===== config.mk =====
export PLATFORM = sky130hd
export DESIGN_NAME = snpc_ctrl
export DESIGN_NICKNAME = d
export VERILOG_FILES = /design/src/design/snpc_pkg.sv /design/src/design/snpc_ctrl.sv
export SDC_FILE = /design/constraint.sdc
export NUM_CORES = 1
export LEC_CHECK = 0
export ABC_AREA = 1
export BUFFER_PORTS_ARGS = -buffer_cell sky130_fd_sc_hd__clkbuf_2
export CAP_MARGIN = 20
export CORE_MARGIN = 1
export CORE_UTILIZATION = 51
export CTS_CLUSTER_SIZE = 30
export DETAILED_ROUTE_END_ITERATION = 16
export PLACE_DENSITY = 0.81
export SLEW_MARGIN = 30
export SYNTH_ARGS = -nofsm -noshare
export SYNTH_HDL_FRONTEND = slang
export SYNTH_SLANG_ARGS = --single-unit
export TNS_END_PERCENT = 100

===== constraint.sdc =====
create_clock -name clk -period 1.69 [get_ports clk]
set_input_delay 0.338 -clock clk [delete_from_list [all_inputs] [get_ports clk]]
set_output_delay 0.338 -clock clk [all_outputs]
set_load 0.01 [all_outputs]

===== src/design/snpc_pkg.sv =====
// ----------------------------------------------------------------------------
// snpc_pkg
// Types, constants and constant tables of the nearest scale note corrector.
// ----------------------------------------------------------------------------
package snpc_pkg;

  localparam int OCTAVES_DEF        = 8;
  localparam int FREQ_FRAC_BITS_DEF = 6;

  localparam int FREQ_W      = 16;
  localparam int FACTOR_W    = 24;
  localparam int NOTE_W      = 20;
  localparam int INDEX_W     = 6;
  localparam int INTENSITY_W = 16;
  localparam int CFG_W       = 16;
  localparam int CFG_IDX_W   = 2;

  localparam logic [CFG_IDX_W-1:0] REG_ROOT_NOTE   = 2'd0;
  localparam logic [CFG_IDX_W-1:0] REG_SCALE_MINOR = 2'd1;
  localparam logic [CFG_IDX_W-1:0] REG_INTENSITY   = 2'd2;

  localparam logic [3:0]             ROOT_MAX       = 4'd11;
  localparam logic [INTENSITY_W-1:0] INTENSITY_RST  = 16'd32768;
  localparam int                     ROOT_COUNT     = 12;
  localparam int                     STEPS_PER_OCT  = 8;

  // log2 / exp2 fixed point.
  localparam int LOG_FRAC = 24;
  localparam int LOG_X_W  = 32;
  localparam int MANT_W   = 31;
  localparam int EXP_W    = 5;
  localparam int LOG_W    = EXP_W + LOG_FRAC;
  localparam int STEP_W   = 5;
  localparam int EM_W     = 32;

  localparam logic [FACTOR_W-1:0] FACTOR_MAX = '1;

  localparam logic [15:0] ROOT_HUNDREDTHS [ROOT_COUNT] = '{
    16'd26163, 16'd27718, 16'd29366, 16'd31113, 16'd32963, 16'd34923,
    16'd36999, 16'd39200, 16'd41530, 16'd44000, 16'd46616, 16'd49388
  };

  localparam logic [17:0] SEMITONE_Q16 [13] = '{
    18'd65536, 18'd69433, 18'd73562, 18'd77936, 18'd82570, 18'd87480, 18'd92682,
    18'd98193, 18'd104032, 18'd110218, 18'd116772, 18'd123715, 18'd131072
  };

  // Datapath operations.
  localparam int OP_W = 4;
  localparam logic [OP_W-1:0] OP_IDLE     = 4'd0;
  localparam logic [OP_W-1:0] OP_LOAD     = 4'd1;
  localparam logic [OP_W-1:0] OP_SEARCH   = 4'd2;
  localparam logic [OP_W-1:0] OP_DRAIN    = 4'd3;
  localparam logic [OP_W-1:0] OP_BYPASS   = 4'd4;
  localparam logic [OP_W-1:0] OP_LOG_LOAD = 4'd5;
  localparam logic [OP_W-1:0] OP_LOG_NORM = 4'd6;
  localparam logic [OP_W-1:0] OP_LOG_INIT = 4'd7;
  localparam logic [OP_W-1:0] OP_LOG_SQ   = 4'd8;
  localparam logic [OP_W-1:0] OP_MUL      = 4'd9;
  localparam logic [OP_W-1:0] OP_EXP_INIT = 4'd10;
  localparam logic [OP_W-1:0] OP_EXP_STEP = 4'd11;
  localparam logic [OP_W-1:0] OP_FINISH   = 4'd12;

  typedef struct packed {
    logic [OP_W-1:0]   op;
    logic              sel;
    logic [STEP_W-1:0] step;
  } dp_cmd_t;

  typedef struct packed {
    logic freq_zero;
    logic search_last;
    logic norm_done;
  } dp_status_t;

  typedef logic [EM_W-1:0] exp_tab_t [LOG_FRAC];

  // Semitone offset of a step inside the octave (step 0 is the root).
  function automatic int semis_of(input int minor, input int step);
    int r;
    r = 12;
    if (step == 0) begin
      r = 0;
    end else if (minor != 0) begin
      case (step)
        1: r = 2;
        2: r = 3;
        3: r = 5;
        4: r = 7;
        5: r = 8;
        6: r = 10;
        default: r = 12;
      endcase
    end else begin
      case (step)
        1: r = 2;
        2: r = 4;
        3: r = 5;
        4: r = 7;
        5: r = 9;
        6: r = 11;
        default: r = 12;
      endcase
    end
    return r;
  endfunction

  function automatic longint unsigned isqrt64(input longint unsigned v_in);
    longint unsigned v;
    longint unsigned res;
    longint unsigned bits;
    v    = v_in;
    res  = 0;
    bits = 64'h4000_0000_0000_0000;
    while (bits > v) bits = bits >> 2;
    while (bits != 0) begin
      if (v >= res + bits) begin
        v   = v - (res + bits);
        res = (res >> 1) + bits;
      end else begin
        res = res >> 1;
      end
      bits = bits >> 2;
    end
    return res;
  endfunction

  // Q30 factors 2^(2^-k), k = 1 .. LOG_FRAC, by repeated square roots of 2.
  function automatic exp_tab_t build_exp_tab();
    exp_tab_t        t;
    longint unsigned c;
    int              k;
    c = 64'd2 << 30;
    for (k = 0; k < LOG_FRAC; k++) begin
      c    = isqrt64(c << 30);
      t[k] = EM_W'(c);
    end
    return t;
  endfunction

  localparam exp_tab_t EXP_ROOT = build_exp_tab();

endpackage


===== src/design/snpc_ctrl.sv =====
// ----------------------------------------------------------------------------
// snpc_ctrl
// Sequencer: zero-frequency bypass, or note scan, two log2 passes, exponent product, exp2 steps.
// ----------------------------------------------------------------------------
module snpc_ctrl
  import snpc_pkg::*;
(
  input  logic       clk,
  input  logic       rst,
  input  logic       start,
  output logic       busy,
  output dp_cmd_t    cmd,
  input  dp_status_t status
);

  localparam logic [3:0] S_IDLE   = 4'd0;
  localparam logic [3:0] S_CHECK  = 4'd1;
  localparam logic [3:0] S_SEARCH = 4'd2;
  localparam logic [3:0] S_DRAIN  = 4'd3;
  localparam logic [3:0] S_LLOAD  = 4'd4;
  localparam logic [3:0] S_LNORM  = 4'd5;
  localparam logic [3:0] S_LINIT  = 4'd6;
  localparam logic [3:0] S_LSQ    = 4'd7;
  localparam logic [3:0] S_MUL    = 4'd8;
  localparam logic [3:0] S_EINIT  = 4'd9;
  localparam logic [3:0] S_ESTEP  = 4'd10;
  localparam logic [3:0] S_FIN    = 4'd11;

  localparam logic [STEP_W-1:0] STEP_LAST = STEP_W'(LOG_FRAC - 1);

  logic [3:0]        state, state_next;
  logic              sel, sel_next;
  logic [STEP_W-1:0] step, step_next;

  always_ff @(posedge clk) begin
    if (rst) begin
      state <= S_IDLE;
      sel   <= 1'b0;
      step  <= '0;
    end else begin
      state <= state_next;
      sel   <= sel_next;
      step  <= step_next;
    end
  end

  assign busy = (state != S_IDLE);

  always_comb begin
    state_next = state;
    sel_next   = sel;
    step_next  = step;
    cmd.op     = OP_IDLE;
    cmd.sel    = sel;
    cmd.step   = step;
    case (state)
      S_IDLE: begin
        if (start) begin
          cmd.op     = OP_LOAD;
          state_next = S_CHECK;
        end
      end
      S_CHECK: begin
        if (status.freq_zero) begin
          cmd.op     = OP_BYPASS;
          state_next = S_IDLE;
        end else begin
          state_next = S_SEARCH;
        end
      end
      S_SEARCH: begin
        cmd.op = OP_SEARCH;
        if (status.search_last) state_next = S_DRAIN;
      end
      S_DRAIN: begin
        cmd.op     = OP_DRAIN;
        sel_next   = 1'b0;
        state_next = S_LLOAD;
      end
      S_LLOAD: begin
        cmd.op     = OP_LOG_LOAD;
        state_next = S_LNORM;
      end
      S_LNORM: begin
        cmd.op = OP_LOG_NORM;
        if (status.norm_done) state_next = S_LINIT;
      end
      S_LINIT: begin
        cmd.op     = OP_LOG_INIT;
        step_next  = '0;
        state_next = S_LSQ;
      end
      S_LSQ: begin
        cmd.op = OP_LOG_SQ;
        if (step == STEP_LAST) begin
          if (!sel) begin
            sel_next   = 1'b1;
            state_next = S_LLOAD;
          end else begin
            state_next = S_MUL;
          end
        end else begin
          step_next = step + 1'b1;
        end
      end
      S_MUL: begin
        cmd.op     = OP_MUL;
        state_next = S_EINIT;
      end
      S_EINIT: begin
        cmd.op     = OP_EXP_INIT;
        step_next  = '0;
        state_next = S_ESTEP;
      end
      S_ESTEP: begin
        cmd.op = OP_EXP_STEP;
        if (step == STEP_LAST) begin
          state_next = S_FIN;
        end else begin
          step_next = step + 1'b1;
        end
      end
      S_FIN: begin
        cmd.op     = OP_FINISH;
        state_next = S_IDLE;
      end
      default: begin
        state_next = S_IDLE;
      end
    endcase
  end

endmodule


==> impl_results.md <==
* Outcome: finished, final reports clean
* Critical path arrival at roughly 1.3 ns
* Fillers at approximately 120
* Number of CTS-inserted buffers at 3
* Register area share after synthesis at 26.9%
* IO Count at 17
* Final Instance Area at around 950 um^2
* Max-slew violations at 0
* # H-tree levels at 1
* Startpoint Class: register
* CTS tree: done
* Warnings from Yosys at 0
* Worst EP required at roughly 1.4 ns
* TritonCTS Sinks at 10
* Layout area overhead at 27.9%
* DPL Wire Length at 1.42 mm
* Vias in the first global route at 706
* Synth Register Bits at 10
* Slew HR at between 80% and 90%
* Final min period at between 1.5 and 2 ns
* Hold Buf Count CTS at 0
* Die height at around 40 um
* Routed length per instance at 12.0 um
* Final Hold Fails at 0
* Setup WS post-layout at between 0.03 and 0.04 ns
* Fmax at 605 MHz
* N_diodes at 0
* Antenna Nets Post-Route at 0
* Final setup fails at 0
* Remaining Overflow, GRT at 0
* Clock buffer depth at 2
* Setup TNS at 0 ns
* # Max-Cap Violations at 0
* Via count at 895
* Port bufs at 16
* Peak VDD IR at 0.00118 V
* Drt pass-1 iters at 4
* Synthesized cell area at ~740 um^2
* Total GRT Usage at between 20% and 30%
* Antenna violations before repair at 0
* 1st-iter DRT viols at 40
* Nets@finish at 164
* Overall Power at 0.00140 W
* Std cell rows at 13
* Clock root buffer master: clkbuf_4
* Worst setup EP type: output port
* Synth cell types at 17
* Placed cell area at 836 um^2
* Initial Util at a little under three fifths
* Die width at 40.2 um
* Average size of a mapped cell at between 5 and 6 um^2
* Crit path kind: register to output port
* Post-Synthesis Cells at 131
* Pin count of the biggest net entering global routing at 9
* Crit-path max FO at 6
* Worst Hold Depth at 2
* Worst-Margin Slew at 0.252 ns
* Worst hold path type: input pin to register
* Crit share post-route at 97.9%
* Mapped Nets at 138
* Share of layout cells above drive strength 1 at 30.8%
* Synth area leader: dfxtp_1
* Clock Skews at around 0.0047 ns
* Worst R2R Path Depth at 11
* Clk slew on worst S/H paths at ~0.070 ns
* Synth area leaders: dfxtp_1, nand2_1, nor2_1
* Ratio of routed vias to standard cells at about 5.2
* Share of Yosys cell area claimed by the top area cell type at between 20% and 30%
* Pre-CTS WS at 0.175 ns
* Final core utilization at 71.4%
* Full die area at 1620 um^2
* DRC viols at 0
* First-pass GRT wire length at 2.87 mm
* Core outline area at 1330 um^2
* Worst-skew pair later-pin latency at ~0.27 ns
* Gpl congestion at 0.833
* RSZ-0062 raised after global routing: yes
* WL final at approximately 2 mm
* Lkg Pwr at 0.520 nW
* Total power divided by cell area at between 1000 and 1500 nW/um^2
==> critical path: stages, from the launching register on <==
cell and delay [ns]:
dfxtp_4 0.37, buf_4 0.15, nor2_2 0.17, nand2_1 0.08, o211ai_1 0.10, clkbuf_2 0.16
==> cells by family after synthesis <==
group                    synth area share, %
flip-flops                              26.9
AND/OR/NAND/NOR                         51.6
AO/OA/AOI/OAI                           8.74
adder cells (fa/ha/maj)                 1.68
buffers and inverters                   11.1
==> metal layers <==
metal / track usage (%) / routed length [um] / vias up
li1: - / - / 461
met1: 32.3 / 958 / 392
met4: 12.5 / 35 / 0
met3: 8.33 / 102 / 7
met2: 44.8 / 948 / 35
met5: 0 / 0 / -
==> worst paths after layout <==
kind,slack [ns],from,endpoint
setup / recovery,0.04,state[3],cmd[8]
hold / removal,0.30,rst,state[2]
setup reg to reg,0.14,state[1],step[4]
hold reg to reg,0.51,sel,sel
==> power breakdown <==
part / leakage, nW / switching [W] / total, W / internal (W)
combinational: 0.415 / 0.000486 / 0.000816 / 0.000330
clock: 0.0210 / 0.0000944 / 0.000225 / 0.000131
sequential: 0.0836 / 0.0000732 / 0.000363 / 0.000290
==> synth_stat cells <==
| library cell | count |
|---|---|
| a21oi_1 | 7 |
| buf_4 | 1 |
| dfxtp_1 | 10 |
| ha_1 | 1 |
| inv_1 | 17 |
| inv_2 | 3 |
| nand2_1 | 43 |
| nand2_2 | 3 |
| nand2_4 | 2 |
| nand3_1 | 14 |
| nand4_1 | 2 |
| nor2_1 | 20 |
| nor2_2 | 2 |
| nor2_4 | 1 |
| o211ai_1 | 2 |
| o21ai_0 | 2 |
| o21ai_1 | 1 |
==> stage by stage <==
step | std cells | hold WS (ns)
after CTS | 167 | 0.309
after detailed placement | 161 | 0.491
after global placement | 161 | 0.480
after global routing | 171 | 0.320
after floorplan | 131 | 0.407
final | 171 | 0.301
==> layout by cell type, fill, tap and decap left out, drive strengths merged <==
master / Yosys / layout
a21oi: 7 / 7
buf: 1 / 8
clkbuf: 0 / 18
dfxtp: 10 / 10
ha: 1 / 1
inv: 20 / 20
nand2: 48 / 48
nand3: 14 / 14
nand4: 2 / 2
nor2: 23 / 23
o211ai: 2 / 2
o21ai: 3 / 3
==> final cells by class <==
cell class | count | area [um^2] | area share (%)
flip-flops and latches | 10 | 213 | 22.3
inverters | 20 | 77.6 | 8.15
clock buffers | 4 | 36.3 | 3.81
multi-input cells | 100 | 482 | 50.6
repair buffers | 22 | 125 | 13.1
well taps | 15 | 18.8 | 1.97
==> registers in the layout, summed over array words and instances, names as in the netlist <==
name   cells
sel        1
state      4
step       5
==> timing repair <==
item	4_1_cts	5_1_grt
buffers inserted	2	4
setup endpoints to repair	3	3
pin swaps	1	2
hold endpoints to repair	0	0
resized for setup	5	14
Note: power is estimated with default switching activity, not from simulation.
